File: src/hw/rtl/arpm_pkg.sv
// Package with the widths, codes and shared types of the dead-band mapper.
`default_nettype none

package arpm_pkg;

  localparam int SAMPLE_BITS   = 10;
  localparam int HYST_BITS     = 8;
  localparam int FULL_BITS     = 10;
  localparam int DUTY_BITS     = FULL_BITS;
  localparam int DIR_BITS      = 2;
  localparam int CFG_IDX_BITS  = 2;
  localparam int CFG_DATA_BITS = 10;
  localparam int DIV_CNT_BITS  = $clog2(FULL_BITS);

  localparam logic [CFG_IDX_BITS-1:0] CFG_DYNAMIC = 2'd0;
  localparam logic [CFG_IDX_BITS-1:0] CFG_HYST    = 2'd1;
  localparam logic [CFG_IDX_BITS-1:0] CFG_FULL    = 2'd2;

  localparam logic [FULL_BITS-1:0] FULL_SCALE_RESET = 10'd255;

  typedef enum logic [DIR_BITS-1:0] {
    DIR_DEAD = 2'd0,
    DIR_NEG  = 2'd1,
    DIR_POS  = 2'd2
  } dir_t;

  typedef struct packed {
    dir_t                   dir;
    logic [SAMPLE_BITS-1:0] num;
    logic [SAMPLE_BITS-1:0] den;
  } band_t;

endpackage

`default_nettype wire

File: src/hw/rtl/arpm_if.sv
// Valid/ready channel interfaces for samples and duty results.
`default_nettype none

interface arpm_in_if;
  logic                             valid;
  logic                             ready;
  logic [arpm_pkg::SAMPLE_BITS-1:0] sample;

  modport source (output valid, output sample, input ready);
  modport sink   (input valid, input sample, output ready);
endinterface

interface arpm_out_if;
  logic                           valid;
  logic                           ready;
  logic [arpm_pkg::DIR_BITS-1:0]  direction;
  logic [arpm_pkg::DUTY_BITS-1:0] duty;

  modport source (output valid, output direction, output duty, input ready);
  modport sink   (input valid, input direction, input duty, output ready);
endinterface

`default_nettype wire

File: src/hw/rtl/arpm_range.sv
// Range tracker and dead-band classifier, a four-stage pipeline.
`default_nettype none

module arpm_range (
  input  wire logic                             clk,
  input  wire logic                             rst_n,
  input  wire logic                             start_i,
  input  wire logic [arpm_pkg::SAMPLE_BITS-1:0] sample_i,
  input  wire logic                             dynamic_mode_i,
  input  wire logic [arpm_pkg::HYST_BITS-1:0]   hysteresis_i,
  input  wire logic [arpm_pkg::FULL_BITS-1:0]   full_scale_i,
  output arpm_pkg::band_t                       band_o,
  output logic                                  band_valid_o
);

  logic [arpm_pkg::SAMPLE_BITS-1:0] lo_r, hi_r, lo_nxt, hi_nxt;
  logic [arpm_pkg::SAMPLE_BITS-1:0] x1_r, top1_r, bot1_r, top1_nxt, bot1_nxt;
  logic [arpm_pkg::SAMPLE_BITS-1:0] x2_r, top2_r, bot2_r, span2_r, half2_r, span2_nxt;
  logic [arpm_pkg::SAMPLE_BITS-1:0] x3_r, lower3_r, upper3_r, offlo3_r, offhi3_r;
  logic [arpm_pkg::SAMPLE_BITS-1:0] hyst_w, rest_w, offlo_nxt, offhi_nxt;
  logic                             v1_r, v2_r, v3_r, v4_r;
  arpm_pkg::band_t                  band_r, band_nxt;

  always_comb begin
    lo_nxt = lo_r;
    hi_nxt = hi_r;
    if (dynamic_mode_i && (sample_i < lo_r)) begin
      lo_nxt = sample_i;
    end
    if (dynamic_mode_i && (sample_i > hi_r)) begin
      hi_nxt = sample_i;
    end
    if (dynamic_mode_i) begin
      top1_nxt = hi_nxt;
      bot1_nxt = lo_nxt;
    end else begin
      top1_nxt = arpm_pkg::SAMPLE_BITS'(full_scale_i);
      bot1_nxt = '0;
    end
  end

  assign span2_nxt = top1_r - bot1_r;

  assign hyst_w    = arpm_pkg::SAMPLE_BITS'(hysteresis_i);
  assign rest_w    = span2_r - half2_r;
  assign offlo_nxt = (half2_r >= hyst_w) ? (half2_r - hyst_w) : '0;
  assign offhi_nxt = (rest_w >= hyst_w) ? (rest_w - hyst_w) : '0;

  always_comb begin
    band_nxt.dir = arpm_pkg::DIR_DEAD;
    band_nxt.num = '0;
    band_nxt.den = '0;
    if (x3_r <= lower3_r) begin
      band_nxt.dir = arpm_pkg::DIR_NEG;
      band_nxt.num = lower3_r - x3_r;
      band_nxt.den = offlo3_r;
    end else if (x3_r >= upper3_r) begin
      band_nxt.dir = arpm_pkg::DIR_POS;
      band_nxt.num = x3_r - upper3_r;
      band_nxt.den = offhi3_r;
    end
  end

  always_ff @(posedge clk) begin
    if (!rst_n) begin
      lo_r <= '1;
      hi_r <= '0;
      v1_r <= 1'b0;
      v2_r <= 1'b0;
      v3_r <= 1'b0;
      v4_r <= 1'b0;
    end else begin
      if (start_i) begin
        lo_r <= lo_nxt;
        hi_r <= hi_nxt;
      end
      v1_r <= start_i;
      v2_r <= v1_r;
      v3_r <= v2_r;
      v4_r <= v3_r;
    end
    if (start_i) begin
      x1_r   <= sample_i;
      top1_r <= top1_nxt;
      bot1_r <= bot1_nxt;
    end
    x2_r     <= x1_r;
    top2_r   <= top1_r;
    bot2_r   <= bot1_r;
    span2_r  <= span2_nxt;
    half2_r  <= span2_nxt >> 1;
    x3_r     <= x2_r;
    lower3_r <= bot2_r + offlo_nxt;
    upper3_r <= top2_r - offhi_nxt;
    offlo3_r <= offlo_nxt;
    offhi3_r <= offhi_nxt;
    band_r   <= band_nxt;
  end

  assign band_o       = band_r;
  assign band_valid_o = v4_r;

endmodule

`default_nettype wire

File: src/hw/rtl/arpm_div.sv
// Duty scaler: one product, then a bit-serial restoring divider.
`default_nettype none

module arpm_div (
  input  wire logic                           clk,
  input  wire logic                           rst_n,
  input  wire logic                           start_i,
  input  wire arpm_pkg::band_t                band_i,
  input  wire logic [arpm_pkg::FULL_BITS-1:0] full_scale_i,
  input  wire logic                           take_i,
  output logic                                done_o,
  output arpm_pkg::dir_t                      dir_o,
  output logic [arpm_pkg::DUTY_BITS-1:0]      duty_o
);

  localparam int PROD_BITS = arpm_pkg::FULL_BITS + arpm_pkg::SAMPLE_BITS;

  typedef enum logic [1:0] {
    ST_IDLE,
    ST_PREP,
    ST_ITER,
    ST_DONE
  } state_t;

  state_t                            state_r, state_nxt;
  arpm_pkg::dir_t                    dir_r, dir_nxt;
  logic [arpm_pkg::SAMPLE_BITS-1:0]  num_r, num_nxt, den_r, den_nxt;
  logic [arpm_pkg::SAMPLE_BITS-1:0]  rem_r, rem_nxt;
  logic [arpm_pkg::FULL_BITS-1:0]    quo_r, quo_nxt;
  logic [arpm_pkg::DIV_CNT_BITS-1:0] cnt_r, cnt_nxt;
  logic [PROD_BITS-1:0]              prod_w;
  logic [arpm_pkg::SAMPLE_BITS:0]    trial_w;
  logic                              fits_w;

  assign prod_w  = PROD_BITS'(full_scale_i) * PROD_BITS'(num_r);
  assign trial_w = {rem_r, quo_r[arpm_pkg::FULL_BITS-1]};
  assign fits_w  = (trial_w >= {1'b0, den_r});

  always_comb begin
    state_nxt = state_r;
    dir_nxt   = dir_r;
    num_nxt   = num_r;
    den_nxt   = den_r;
    rem_nxt   = rem_r;
    quo_nxt   = quo_r;
    cnt_nxt   = cnt_r;
    unique case (state_r)
      ST_IDLE: begin
        if (start_i) begin
          dir_nxt   = band_i.dir;
          num_nxt   = band_i.num;
          den_nxt   = band_i.den;
          state_nxt = ST_PREP;
        end
      end
      ST_PREP: begin
        if (dir_r == arpm_pkg::DIR_DEAD) begin
          quo_nxt   = '0;
          state_nxt = ST_DONE;
        end else if ((den_r == '0) || (num_r >= den_r)) begin
          quo_nxt   = full_scale_i;
          state_nxt = ST_DONE;
        end else begin
          rem_nxt   = prod_w[PROD_BITS-1:arpm_pkg::FULL_BITS];
          quo_nxt   = prod_w[arpm_pkg::FULL_BITS-1:0];
          cnt_nxt   = arpm_pkg::DIV_CNT_BITS'(arpm_pkg::FULL_BITS - 1);
          state_nxt = ST_ITER;
        end
      end
      ST_ITER: begin
        if (fits_w) begin
          rem_nxt = arpm_pkg::SAMPLE_BITS'(trial_w - {1'b0, den_r});
        end else begin
          rem_nxt = trial_w[arpm_pkg::SAMPLE_BITS-1:0];
        end
        quo_nxt = {quo_r[arpm_pkg::FULL_BITS-2:0], fits_w};
        cnt_nxt = cnt_r - 1'b1;
        if (cnt_r == '0) begin
          state_nxt = ST_DONE;
        end
      end
      ST_DONE: begin
        if (take_i) begin
          state_nxt = ST_IDLE;
        end
      end
      default: state_nxt = ST_IDLE;
    endcase
  end

  always_ff @(posedge clk) begin
    if (!rst_n) begin
      state_r <= ST_IDLE;
    end else begin
      state_r <= state_nxt;
    end
    dir_r <= dir_nxt;
    num_r <= num_nxt;
    den_r <= den_nxt;
    rem_r <= rem_nxt;
    quo_r <= quo_nxt;
    cnt_r <= cnt_nxt;
  end

  assign done_o = (state_r == ST_DONE);
  assign dir_o  = dir_r;
  assign duty_o = quo_r;

endmodule

`default_nettype wire

File: src/hw/rtl/auto_range_deadband_pwm_mapper.sv
// Top level of the auto-ranging dead-band duty mapper.
//
// The block takes one sample at a time and gives one direction/duty result
// for it. A sample passes a four-stage range and band pipeline, the prep state
// forms the product full_scale times distance, and a restoring divider then
// yields one quotient bit per cycle; that divider sets the rate. The divider
// is skipped when the sample lies in the dead band or the duty saturates. A
// new sample is taken only after the last result enters the output register;
// it waits there for the sink while the next sample is taken. Configuration
// is written through cfg_we, cfg_index and cfg_data; the user must write it
// only while the block is idle, as the block itself does not enforce this.
`default_nettype none

module auto_range_deadband_pwm_mapper (
  input  wire logic                               clk,
  input  wire logic                               rst_n,
  arpm_in_if.sink                                 in_ch,
  arpm_out_if.source                              out_ch,
  input  wire logic                               cfg_we,
  input  wire logic [arpm_pkg::CFG_IDX_BITS-1:0]  cfg_index,
  input  wire logic [arpm_pkg::CFG_DATA_BITS-1:0] cfg_data
);

  logic                           dynamic_mode_r;
  logic [arpm_pkg::HYST_BITS-1:0] hysteresis_r;
  logic [arpm_pkg::FULL_BITS-1:0] full_scale_r;
  logic                           busy_r;
  logic                           out_valid_r;
  arpm_pkg::dir_t                 out_dir_r;
  logic [arpm_pkg::DUTY_BITS-1:0] out_duty_r;
  logic                           accept_w;
  logic                           take_w;
  arpm_pkg::band_t                band_w;
  logic                           band_valid_w;
  logic                           div_done_w;
  arpm_pkg::dir_t                 div_dir_w;
  logic [arpm_pkg::DUTY_BITS-1:0] div_duty_w;

  assign accept_w = in_ch.valid && !busy_r;
  assign take_w   = div_done_w && (!out_valid_r || out_ch.ready);

  arpm_range u_range (
    .clk            (clk),
    .rst_n          (rst_n),
    .start_i        (accept_w),
    .sample_i       (in_ch.sample),
    .dynamic_mode_i (dynamic_mode_r),
    .hysteresis_i   (hysteresis_r),
    .full_scale_i   (full_scale_r),
    .band_o         (band_w),
    .band_valid_o   (band_valid_w)
  );

  arpm_div u_div (
    .clk          (clk),
    .rst_n        (rst_n),
    .start_i      (band_valid_w),
    .band_i       (band_w),
    .full_scale_i (full_scale_r),
    .take_i       (take_w),
    .done_o       (div_done_w),
    .dir_o        (div_dir_w),
    .duty_o       (div_duty_w)
  );

  always_ff @(posedge clk) begin
    if (!rst_n) begin
      dynamic_mode_r <= 1'b0;
      hysteresis_r   <= '0;
      full_scale_r   <= arpm_pkg::FULL_SCALE_RESET;
    end else if (cfg_we) begin
      unique case (cfg_index)
        arpm_pkg::CFG_DYNAMIC: dynamic_mode_r <= cfg_data[0];
        arpm_pkg::CFG_HYST:    hysteresis_r   <= cfg_data[arpm_pkg::HYST_BITS-1:0];
        arpm_pkg::CFG_FULL:    full_scale_r   <= cfg_data[arpm_pkg::FULL_BITS-1:0];
        default: ;
      endcase
    end
  end

  always_ff @(posedge clk) begin
    if (!rst_n) begin
      busy_r      <= 1'b0;
      out_valid_r <= 1'b0;
    end else begin
      if (accept_w) begin
        busy_r <= 1'b1;
      end else if (take_w) begin
        busy_r <= 1'b0;
      end
      if (take_w) begin
        out_valid_r <= 1'b1;
      end else if (out_ch.ready) begin
        out_valid_r <= 1'b0;
      end
    end
    if (take_w) begin
      out_dir_r  <= div_dir_w;
      out_duty_r <= div_duty_w;
    end
  end

  assign in_ch.ready      = !busy_r;
  assign out_ch.valid     = out_valid_r;
  assign out_ch.direction = out_dir_r;
  assign out_ch.duty      = out_duty_r;

endmodule

`default_nettype wire

File: src/flat_wrapper.sv
// flat-port wrapper written by rule: the top's interface ports become plain ports
module auto_range_deadband_pwm_mapper_flat 
  (clk, rst_n, cfg_we, cfg_index, cfg_data, in_ch_valid, in_ch_sample, in_ch_ready, out_ch_valid, out_ch_direction, out_ch_duty, out_ch_ready);
  arpm_in_if in_ch_i ();
  arpm_out_if out_ch_i ();
  input  wire logic clk;
  input  wire logic rst_n;
  input  wire logic cfg_we;
  input  wire logic [arpm_pkg::CFG_IDX_BITS-1:0] cfg_index;
  input  wire logic [arpm_pkg::CFG_DATA_BITS-1:0] cfg_data;
  input wire logic [$bits(in_ch_i.valid)-1:0] in_ch_valid;
  input wire logic [$bits(in_ch_i.sample)-1:0] in_ch_sample;
  output wire logic [$bits(in_ch_i.ready)-1:0] in_ch_ready;
  output wire logic [$bits(out_ch_i.valid)-1:0] out_ch_valid;
  output wire logic [$bits(out_ch_i.direction)-1:0] out_ch_direction;
  output wire logic [$bits(out_ch_i.duty)-1:0] out_ch_duty;
  input wire logic [$bits(out_ch_i.ready)-1:0] out_ch_ready;
  assign in_ch_i.valid = in_ch_valid;
  assign in_ch_i.sample = in_ch_sample;
  assign in_ch_ready = in_ch_i.ready;
  assign out_ch_valid = out_ch_i.valid;
  assign out_ch_direction = out_ch_i.direction;
  assign out_ch_duty = out_ch_i.duty;
  assign out_ch_i.ready = out_ch_ready;
  auto_range_deadband_pwm_mapper u_core (.clk(clk), .rst_n(rst_n), .in_ch(in_ch_i), .out_ch(out_ch_i), .cfg_we(cfg_we), .cfg_index(cfg_index), .cfg_data(cfg_data));
endmodule
File: config.mk
export PLATFORM = sky130hd
export DESIGN_NAME = auto_range_deadband_pwm_mapper_flat
export DESIGN_NICKNAME = d
export VERILOG_FILES = /design/src/hw/rtl/arpm_pkg.sv /design/src/hw/rtl/arpm_if.sv /design/src/hw/rtl/arpm_range.sv /design/src/hw/rtl/arpm_div.sv /design/src/hw/rtl/auto_range_deadband_pwm_mapper.sv /design/src/flat_wrapper.sv
export SDC_FILE = /design/constraint.sdc
export NUM_CORES = 1
export LEC_CHECK = 0
export ABC_AREA = 1
export CORE_MARGIN = 5
export CORE_UTILIZATION = 50
export CTS_CLUSTER_SIZE = 24
export DETAILED_ROUTE_END_ITERATION = 7
export DONT_BUFFER_PORTS = 1
export PLACE_DENSITY_LB_ADDON = 0.15
export SLEW_MARGIN = 20
export SYNTH_ARGS = -nofsm -noshare
export SYNTH_HDL_FRONTEND = slang
export SYNTH_HIERARCHICAL = 1
export SYNTH_SLANG_ARGS = --single-unit
File: constraint.sdc
create_clock -name clk -period 11 [get_ports clk]
set_input_delay 2.2 -clock clk [delete_from_list [all_inputs] [get_ports clk]]
set_output_delay 2.2 -clock clk [all_outputs]
set_load 0.01 [all_outputs]
==> results.yml <==
floorplanning:
  fp.dieArea_sq_um: 36500
  ios: 41
  initial_utilization_pct: 50.6
  die_w_microns: 191
  die_h_microns: 191
  row_count: 66
  core_area_sq_um: 32500
synth:
  synthCells: 1961
  synth_most_common_cell: "nand2_1"
  synth_compound_area_share_pct: 10.2
  synthAdderAreaFrac_pct: 21.9
  ys_ff_latch: 247
  yosys.area.top_type_share_pct: 19.4
  synth_top_family_by_area: "adder cells"
  seq_area_frac_synth_pct: 35.5
  syn_nets: 2232
  yosysWarnings: 6
  synth-async-reset-ratio_pct: 0
  muxShareOfSynthArea_pct: 0
  synth-simple-area-share_pct: 19.2
  avgSynthCellArea_sq_um: 8.37
  synth_edf_count: 88
  syn-cell-area_sq_um: 16400
  yosys.area.top_type: "dfxtp_1"
  yosysUniqueCellTypes: 53
  synth_common_cells: "nand2_1 (407), inv_1 (336), ha_1 (173)"
  ys_top_cells_by_area: "dfxtp_1 (19%), edfxtp_1 (16%), ha_1 (13%)"
  synthFlopType: "dfxtp_1"
  synth_xor_area_share_pct: 3.74
finish:
  drive_gt1_share_pct: 6.76
  diodes: 0
  fillers: 3059
  fin_nets: 2217
  fin_area_sq_um: 17700
  syn2layout_area_growth_pct: 8.17
clocking:
  cts_resized: 0
  clock-sinks: 247
  cts_made_buffers: 27
  htree_levels: 1
  tritoncts: "done"
  cts-root-buf: "clkbuf_16"
  clk_latency_ns: 0.56
  clk_pin_slew_ns: 0.06
  postCtsSetupBuffers: 0
  cts_buffer_depth: 3
  cts_hold_buf: 0
worst_setup_path:
  crit_path_end_kind: "flop"
  arrival_ns: 5.51
  crit_path_frequent_cell: "fa_1"
  path_delay_family: "adder cells"
  cp-startpoint: "u_core/full_scale_r[8]$_SDFFE_PN0P_"
  crit_path_max_incr_delay_ns: 0.70
  worst-path-buf-inv: 4
  crit_chain: "nand2_1, fa_1, inv_1, fa_1, fa_1, fa_1, inv_1, fa_1, inv_1, ha_1, a21oi_1, o21ai_0, a21oi_2, inv_1, nand3_1, nand3b_1, nand3_1, nand2_1"
  cpMaxStageDelayCell: "dfxtp_1"
  worstSetupPathType: "flop to flop"
  critical_path.max_fanout: 13
  timing.critical_path.from_type: "flop"
  critPathRequiredTime_ns: 11.30
  reg2reg_from: "u_core/full_scale_r[8]$_SDFFE_PN0P_"
flow_run:
  cap_violations: 0
power:
  leakage_nw: 8.86
  peakVddDrop_v: 0.000155
  cellPowerDensity_nw_per_um2: 297
sta:
  slew_headroom_pct: 41.0
  finalSetupViolations: 0
  rsz0062_at_grt: "false"
  period_share_pct: 47.4
  tns_ns: 0
  tightestPinTransition_ns: 0.882
  fin_crit_ns: 5.21
  maxSlewViolCount: 0
  skew_ns: 0.0131
  finalHoldViolCount: 0
  fmax_mhz: 192
hold_path:
  min-delay-start: "u_core/u_range/x2_r[5]$_DFF_P_"
  hold_class: "flop to flop"
grt:
  grt_overflow: 0
  grt_use_total_pct: 23.1
  grt_max_degree: 44
  grt_pass1_vias: 12300
  grt_pass1_wl_mm: 66.7
  grt_antenna_before_repair: 1
drt:
  totalWireLength_mm: 41.4
  drtPass1Iterations: 5
  ant_nets: 0
  vias: 12500
  drtIter0Drc: 903
  drc: 0
  via_per_inst: 5.21
  wire_per_inst_microns: 17.2
place:
  port_buffers: 0
  post-dp-hpwl_mm: 33.2
  place_congestion: 0.905
  placed_cell_area_sq_um: 16700
run_status:
  status: "completed"
[worst reg2reg max path, cell delays in order, from the launching register on]
cell and delay [ns]:
dfxtp_1 0.70, nand2_1 0.14, fa_1 0.51, inv_1 0.05
fa_1 0.55, fa_1 0.45, fa_1 0.54, inv_1 0.05
fa_1 0.53, inv_1 0.04, ha_1 0.35, a21oi_1 0.24
o21ai_0 0.21, a21oi_2 0.21, inv_1 0.06, nand3_1 0.09
nand3b_1 0.09, nand3_1 0.09, nand2_1 0.06
[sequential cells by signal, indices dropped and copies added, names as in the netlist, 10 cells and up]
register,cells
u_core/u_range/lower3_r,10
u_core/u_range/upper3_r,10
u_core/u_range/hi_r,10
u_core/u_range/x2_r,10
u_core/u_div/rem_r,10
u_core/u_range/bot1_r,10
u_core/u_div/num_r,10
u_core/full_scale_r,10
u_core/u_range/x3_r,10
u_core/u_range/band_o,22
u_core/out_ch.duty,10
u_core/u_div/den_r,10
u_core/u_range/offlo3_r,10
u_core/u_range/bot2_r,10
u_core/u_range/lo_r,10
u_core/u_range/top2_r,10
u_core/u_range/top1_r,10
u_core/u_range/offhi3_r,10
u_core/u_div/duty_o,10
u_core/u_range/x1_r,10
[metrics by stage]
step / setup slack (ns) / cells / power, mW / util [%] / hold slack, ns
after CTS: 5.81 / 2409 / 5.29 / 54.7 / 0.327
after floorplan: 6.04 / 1961 / 3.59 / - / 0.310
after detailed placement: 5.84 / 2359 / 4.29 / 51.6 / 0.312
after global routing: 5.34 / 2409 / 5.76 / 54.7 / 0.332
final: 5.79 / 2409 / 5.27 / 54.7 / 0.328
after global placement: 5.87 / 2359 / 4.26 / 51.6 / 0.312
[logic make-up (layout without fill, tap and decap cells)]
kind of cell,count (synthesis),count (layout)
and+or+nand+nor,714,714
buffers and inverters,397,403
AOI/OAI and AO/OA,289,289
DFF,247,247
adders and majority gates,244,244
xor gates and xnor gates,70,70
[area by class of cell]
cell class | count | area (sq um) | area share (%)
Multi-Input combinational cell | 1317 | 9030 | 50.9
Sequential cell | 247 | 5830 | 32.8
Inverter | 350 | 1320 | 7.43
Clock buffer | 41 | 885 | 4.98
Tap cell | 442 | 553 | 3.12
Clock inverter | 9 | 113 | 0.635
Timing Repair Buffer | 3 | 22.5 | 0.127
[layer usage]
| layer | wire, microns | global-route usage, % |
|---|---|---|
| met2 | 17700 | 35.5 |
| met4 | 1060 | 6.08 |
| met5 | 0 | 0 |
| met3 | 2850 | 4.73 |
| met1 | 19700 | 33.4 |
[final timing paths]
path	depth (start not counted)	slack (ns)	to
max reg2reg	18	5.79	u_core/u_div/rem_r[8]$_DFFE_PP_
min reg2reg	0	0.33	u_core/u_range/x3_r[5]$_DFF_P_
max	18	5.79	u_core/u_div/rem_r[8]$_DFFE_PP_
min	0	0.33	u_core/u_range/x3_r[5]$_DFF_P_
[power breakdown]
group          internal, mW  total (mW)  switching, mW
registers              1.23        1.37          0.134
clock network         0.604       0.983          0.378
logic                  1.09        2.92           1.83
total                  2.93        5.27           2.35
[cells in the final DEF, fill, tap and decap left out, types with 3 or more instances in the layout]
cell type  instances
nand4_1           43
o21ai_0           73
inv_1            336
nor2_1           119
nand2_2           15
a21o_1             8
nand3_2            3
clkbuf_1           4
fa_1              71
o21bai_1           9
o21a_1             4
nand3_1           83
buf_4              3
xnor2_1           35
o21ai_1           17
o21ai_2            7
a21oi_2           10
o211ai_1           7
edfxtp_1          88
ha_1             173
nand2_1          407
xor2_1            35
clkbuf_16         32
dfxtp_1          159
nor2_2             8
or2_2              7
a31oi_1           18
inv_2             12
nor3_1             8
a21oi_1          124
o211ai_2           3
nand2_4            9
clkbuf_8           5
(Power assumes the default switching activity.)
